===== config.mk =====
export PLATFORM = sky130hd
export DESIGN_NAME = bbfc_span_mask
export DESIGN_NICKNAME = d
export VERILOG_FILES = /design/src/bbfc_pkg.sv /design/src/bbfc_span_mask.sv
export SDC_FILE = /design/constraint.sdc
export NUM_CORES = 1
export LEC_CHECK = 0
export CELL_PAD_IN_SITES_DETAIL_PLACEMENT = 2
export CELL_PAD_IN_SITES_GLOBAL_PLACEMENT = 2
export CORE_AREA = 2 2 92 50
export DETAILED_ROUTE_END_ITERATION = 12
export DIE_AREA = 0 0 94 52
export DONT_BUFFER_PORTS = 1
export PLACE_DENSITY_LB_ADDON = 0.25
export SLEW_MARGIN = 40
export SYNTH_ARGS = -nofsm -noshare
export SYNTH_HDL_FRONTEND = slang
export SYNTH_SLANG_ARGS = --single-unit
export TNS_END_PERCENT = 5

===== constraint.sdc =====
create_clock -name vclk -period 4.7
set_input_delay 0.705 -clock vclk [all_inputs]
set_output_delay 0.705 -clock vclk [all_outputs]
set_load 0.01 [all_outputs]

===== src/bbfc_pkg.sv =====
// bbfc_pkg: shared types and constants for the buddy free/coalesce block.
// Item structs, field widths and page-row geometry. No dependencies.
`default_nettype none

package bbfc_pkg;

    localparam int START_W        = 10;   // block_start / merged_start width
    localparam int ORDER_W        = 4;    // block_order / merged_order width
    localparam int ROW_SH         = 5;    // log2 of pages per in-use row
    localparam int ROW_W          = 1 << ROW_SH;
    localparam int PAGE_COUNT_DEF = 1024;
    localparam int TOP_ORDER_DEF  = 10;

    typedef struct packed {
        logic [START_W-1:0] block_start;
        logic [ORDER_W-1:0] block_order;
    } in_item_t;

    typedef struct packed {
        logic [START_W-1:0] merged_start;
        logic [ORDER_W-1:0] merged_order;
    } out_item_t;

endpackage

`default_nettype wire


===== src/bbfc_span_mask.sv =====
// bbfc_span_mask: per-row clear mask for a page span [first, last].
// Uses bbfc_pkg for row geometry.
`default_nettype none

module bbfc_span_mask
    import bbfc_pkg::*;
#(
    parameter int PW = 10,
    parameter int RW = 5
) (
    input  wire logic [RW-1:0]    row,
    input  wire logic [PW-1:0]    first,
    input  wire logic [PW-1:0]    last,
    output logic      [ROW_W-1:0] mask
);

    localparam int GW = (RW + ROW_SH > PW) ? RW + ROW_SH : PW;

    always_comb begin
        logic [GW-1:0] page;
        for (int b = 0; b < ROW_W; b++) begin
            page    = GW'({row, ROW_SH'(b)});
            mask[b] = (page >= GW'(first)) && (page <= GW'(last));
        end
    end

endmodule

`default_nettype wire


### After elaboration in Yosys (flattened, before gate mapping)

Index checks and enable logic that the tools add are counted.

* flip-flop bits (word level): 0
* output and inout bits: 32

* magnitude comparators: 64
* reductions and logical operators: 32

Operator list (number)
* 10-bit greater-or-equal comparator: 32
* 10-bit <= comparator: 32
* 1-bit logical AND: 32

### Logic depth before layout (Yosys ltp)

Gate-level depths: netlist of the first run.

* depth in word-level cells: 2
* depth in mapped cells: 8
* mapped depth without buffers: 6

### Worst setup path before layout of the first run

OpenSTA, ideal clock, no wires.

* kind: in2out
* from: in last[8]
* to: out mask[10]
* arrival: 2173 ps
* path slack: 1822 ps
* cell stages on the path: 7
* path buffers: 1
* cell sequence: inv_1 -> ha_1 -> and4_1 -> buf_4 -> nand3_2 -> or3_1 -> a222oi_1

* cells in the longest elaborated chain, start to end: 2

RTL lines
* from (decl): RTL line bbfc_span_mask.sv:13 `input wire logic [PW-1:0] last,`
* 10-bit <= comparator: RTL line bbfc_span_mask.sv:23 `mask[b] = (page >= GW'(first)) && (page <= GW'(last));`
* 1-bit logical AND: RTL line bbfc_span_mask.sv:23
* to (decl): RTL line bbfc_span_mask.sv:14 `output logic [ROW_W-1:0] mask`

Every way passes these cells.

### Worst setup path after layout of the first run

* from: in last[9]
* to: out mask[14]

Same word-level chain as after synthesis.

==> impl_results.md, run 1 <==
- Die Area: 4888 um2
- Die Span Y: 52 um
- Largest net degree at the start of global routing: 19
- Avg Cell Area, Syn: 6.288 um2
- Crit path launch type: input port
- Overflow after GRT: 0
- # hold bufs at CTS: 0
- Initial drt markers: 155
- WHS Path Cells: 2
- Max-capacitance violation count: 0
- Met2 usage: 48.21%
- Final Hold Viols: 0
- Routed wire length: 7555 um
- Synth cell types: 51
- Vias: 1,961
- Most common cell in the netlist: nand2_1
- Peak Freq: 287.8 MHz
- Fin crit share: 73.92%
- Share of cells above drive strength 1: 5.963%
- Crit path DAT: 2.77 ns
- Flip-flop and latch count: 0
- First-pass GRT wire length: 11,600 um
- Area of the multi-input gates: 1338 um2
- Endpoints failing setup: 0
- Layout clock buffers: 0
- Smallest hold slack: 1.560 ns
- GR Util met3: 6.667%
- CP required: 3.99 ns
- Worst setup path class: input port to primary output
- Dpl hpwl: 6072 um
- Die Width: 94 um
- Min Tclk post-route: 3.474 ns
- Post-Syn Nets: 270
- Peak supply drop: 0.03842 mV
- Initial core utilization: 35.32%
- PortBufs: 0
- Top cells by count, synth: 36 x nand2_1, 19 x nand3_1, 15 x a22oi_1
- P_leak: 0.5066 nW
- Total power draw: 178.5 uW
- Endpoint type of the worst setup path: primary output
- Setup bufs post-CTS: 0
- Biggest area consumer among synthesized cells: ha_1
- Fin Setup TNS: 0 ns
- Reg area: 0 um2
- Post-Synthesis Cells: 233
- P per Cell Area: 121.2 nW/um2
- Status: completed
- Core Region: 4148 um2
- Mapped cell area: 1465 um2
- Initial antenna violation count: 0
- Slew HR: 46.07%
- GRT Total Usage: 30.98%
- Final core occ: 35.51%
- Site row count: 17
- Routing usage on met1: 45.19%
- Vias/cell: 7.131
- Layout area overhead: 0.5122%
- Final #Nets: 257
- Seq/Total Area, Yosys: 0%
- PostCTS Resize Cnt: 0
- Worst Tran Pin Value: 0.8059 ns
- DRC violations left: 0
- Vias in the first global route: 2,000
- RePlAce Congestion: 0.9159
- DR pass1 iterations: 5
- Critical path fanouts, max: 16
- I/O pins: 57
- Hold WC Path Type: input port to primary output
- Placed Cells: 275
- Fin. max-slew vios: 0
- Antenna cells: 0
- Synth warn: 0
- Antenna Nets Post-Route: 0
- Top cells by area, synth: ha_1 10%, nand2_1 9.2%, a22oi_1 7.7%, nand3_1 6.5%, nand3b_1 4.1%
- GRT Max-Usage Layer: met2
- Drt wl/cell: 27.47 um
- Finished Layout Cells: 275
- Yosys top cell area share: 10.25%
- Setup repair after global routing missed its margin: no
- Fillers: 532
## worst max-delay path: stages
cell,delay (ns)
inv_1,0.02
ha_1,0.44
a21oi_2,0.26
o21a_1,0.53
o21ai_0,0.30
a221oi_1,0.51
## area by class of cell
| class | instances | share of cell area (%) |
|---|---|---|
| inverters | 15 | 3.823 |
| multi-input cells | 202 | 90.82 |
| well taps | 57 | 4.843 |
| repair buffers | 1 | 0.5098 |
## layer usage
layer  wire length [um]  share of wire [%]  vias to the layer above
li1                   -                  -                      870
met1               3489                 46                      987
met2               3214                 43                      102
met3                816                 11                        2
met4                 36               0.48                        0
met5                  0                  0                        -
## per-stage QoR
step	instance area (um2)	setup WS (ns)
4_1_cts	1473	1.248
5_1_grt	1473	1.067
6_report	1473	1.226
3_5_place_dp	1473	1.249
2_1_floorplan	1465	1.822
3_3_place_gp	1461	1.250
## cell families (layout without fill, tap and decap cells)
kind of cell / after synthesis / after routing / share of synthesized area (%)
AOI/OAI and AO/OA: 60 / 60 / 30.32
muxes: 1 / 1 / 0.7685
adders and majority gates: 12 / 12 / 10.25
buffers and inverters: 31 / 16 / 9.478
and+or+nand+nor: 129 / 129 / 49.19
## worst paths after layout
kind,start,endpoint,slack (ns)
worst max-delay path,last[9],mask[14],1.23
worst min-delay path,last[1],mask[19],1.56
## power breakdown
group          total [mW]  leakage, nW  internal [mW]  switching [mW]
logic               0.179        0.507         0.0516           0.127
registers               0            0              0               0
clock network           0            0              0               0
## cell usage in the layout (no fill, tap or decap), types with 3 or more instances in the layout
cell / synthesis / routed
nor3_1: 8 / 7
a211oi_1: 4 / 4
nor2_1: 12 / 12
nor2b_1: 3 / 3
nand3_1: 19 / 19
ha_1: 12 / 12
and3_1: 5 / 5
o21ai_0: 5 / 5
a221oi_1: 3 / 3
a21oi_1: 10 / 10
a32oi_1: 4 / 4
a22oi_1: 15 / 15
and2_1: 4 / 4
nand2_1: 36 / 36
nor4_1: 4 / 3
inv_1: 14 / 14
or3_1: 4 / 4
nand4_1: 9 / 9
and4_1: 3 / 3
nand3b_1: 8 / 8
(Power assumes the default switching activity.)
==> inputs of run 2 (changes only) <==
--- a/config.mk
+++ b/config.mk
@@ -5,11 +5,12 @@
 export SDC_FILE = /design/constraint.sdc
 export NUM_CORES = 1
 export LEC_CHECK = 0
+export ABC_AREA = 1
 export CELL_PAD_IN_SITES_DETAIL_PLACEMENT = 2
 export CELL_PAD_IN_SITES_GLOBAL_PLACEMENT = 2
-export CORE_AREA = 2 2 92 50
+export CORE_AREA = 2 2 115 61
 export DETAILED_ROUTE_END_ITERATION = 12
-export DIE_AREA = 0 0 94 52
+export DIE_AREA = 0 0 117 63
 export DONT_BUFFER_PORTS = 1
 export PLACE_DENSITY_LB_ADDON = 0.25
 export SLEW_MARGIN = 40
==> constraint.sdc (replaced) <==
create_clock -name vclk -period 2.96
set_input_delay 0.444 -clock vclk [all_inputs]
set_output_delay 0.444 -clock vclk [all_outputs]
set_load 0.01 [all_outputs]
==> impl_results.md, run 2 <==
- Synth warn: 0
- P_leak: 1.078 nW
- Worst Tran Pin Value: 0.4883 ns
- Met1 WL: 4374 um
- Share of cells above drive strength 1: 13.47%
- Die Area: 7371 um2
- Flip-flop and latch count: 0
- First-pass GRT wire length: 12,050 um
- Drt wl/cell: 17.61 um
- Biggest area consumer among synthesized cells: nand2_1
- Mapped cell area: 1748 um2
- Reg area: 0 um2
- Peak Freq: 407.0 MHz
- Peak supply drop: 0.04139 mV
- PortBufs: 0
- Antenna Nets Post-Route: 0
- Seq/Total Area, Yosys: 0%
- PostCTS Resize Cnt: 0
- Slowest stage cell, crit path: nor2_4
- DR WL met2: 2995 um
- Fillers: 889
- DR pass1 iterations: 4
- DRC violations left: 0
- Core Region: 6437 um2
- Most frequent cells in the layout: 111 x nand2_1, 57 x inv_1, 50 x nor2_1
- Vias/cell: 4.977
- Avg Cell Area, Syn: 4.938 um2
- Routed wire length: 7766 um
- Layout clock buffers: 0
- Crit path DAT: 2.01 ns
- Overflow after GRT: 0
- Initial drt markers: 105
- Top Family by Delay on Critical Path: simple AND/OR/NAND/NOR gates
- RePlAce Congestion: 0.8303
- Critical-path cell list: inv_1, ha_1, nand2_1, nor2_4, nand3_1, nor2_1, nor2_1, a21oi_1
- Top cells by count, synth: 111 x nand2_1, 57 x inv_1, 50 x nor2_1
- Fin crit share: 83.00%
- CP required: 2.52 ns
- Most common cell in the netlist: nand2_1
- Die Span Y: 63 um
- Initial antenna violation count: 0
- Top cells by area, synth: nand2_1 24%, inv_1 12%, nand3_1 12%, nor2_1 11%, ha_1 8.6%
- Critical path fanouts, max: 15
- Hold WC Path Type: input port to primary output
- Most common cell after layout, fill and taps aside: nand2_1
- Top routing layer in use: met3
- WP buf/inv: 1
- Site row count: 21
- GRT Total Usage: 21.09%
- Fin Setup TNS: 0 ns
- Final #Nets: 388
- Slew HR: 67.33%
- Endpoints failing setup: 0
- Largest net degree at the start of global routing: 17
- Min Tclk post-route: 2.457 ns
- Vias in the first global route: 2,241
- Finished Layout Cells: 441
- Setup repair after global routing missed its margin: no
- Dpl hpwl: 7002 um
- Most frequent CP cell: nor2_1
- Fin. max-slew vios: 0
- Status: completed
- Vias: 2,195
- I/O pins: 57
- Initial core utilization: 27.15%
- Antenna cells: 0
- Max-capacitance violation count: 0
- Post-Synthesis Cells: 354
- Slowest stage delay, CP: 0.37 ns
- Die Width: 117 um
- Final Hold Viols: 0
- Layout area overhead: 4.080%
- Wire length on met3: 396 um
- Yosys top cell area share: 23.84%
- Synth cell types: 25
- Crit path launch type: input port
- Post-Syn Nets: 391
- Worst setup path class: input port to primary output
- Smallest hold slack: 1.063 ns
- # hold bufs at CTS: 0
- P per Cell Area: 188.0 nW/um2
- Placed Cells: 441
- Setup bufs post-CTS: 0
- Endpoint type of the worst setup path: primary output
## run 2: changes by cell type in the layout (fill, tap and decap cells not counted), moves of 8 or more
cell      previous run  this run
nor2_1              12        50
nand3b_1             8         0
a22oi_1             15         0
nand3_1             19        42
nand2_2              0        18
nand2_1             36       111
inv_1               14        57
## run 2: through the flow
| stage | area [um2] | power, mW | util [%] | worst slack [ns] |
|---|---|---|---|---|
| 2_1_floorplan | 1748 | 0.2669 | - | 0.9172 |
| 3_3_place_gp | 1819 | 0.3349 | 28.26 | 0.6335 |
| 3_5_place_dp | 1819 | 0.3446 | 28.26 | 0.5232 |
| 4_1_cts | 1819 | 0.3459 | 28.26 | 0.5291 |
| 5_1_grt | 1819 | 0.3847 | 28.26 | 0.3700 |
| 6_report | 1819 | 0.3420 | 28.26 | 0.5031 |
## run 2: layout make-up
cell class	count	area, um2	share of cell area (%)
Inverter	64	247.7	13.62
Multi-Input combinational cell	285	1456	80.06
Tap cell	92	115.1	6.327
## run 2: kinds of logic (layout without fill, tap and decap cells)
| kind of cell | count (synthesis) | in the layout | synth area share [%] |
|---|---|---|---|
| simple gates | 248 | 248 | 67.00 |
| buf+inv | 69 | 64 | 16.68 |
| compound gates | 25 | 25 | 7.731 |
| fa+ha+maj | 12 | 12 | 8.590 |
## run 2: tightest hold or removal path, stage by stage
cell and delay [ns]:
o21ai_2 0.05, nand2_1 0.06, inv_1 0.07
## run 2: layer usage
layer	track usage, %	vias up
met5	0	-
met4	0	0
met3	1.455	0
met2	30.71	54
met1	34.94	1053
li1	-	1088
## run 2: final timing paths
kind	start	endpoint	slack, ns	depth (start not counted)
max	first[7]	mask[18]	0.50	8
min	last[0]	mask[16]	1.06	3
## run 2: where the power goes
group / internal, mW / switching, mW
sequential: 0 / 0
combinational: 0.0877 / 0.254
clock: 0 / 0
total: 0.0877 / 0.254
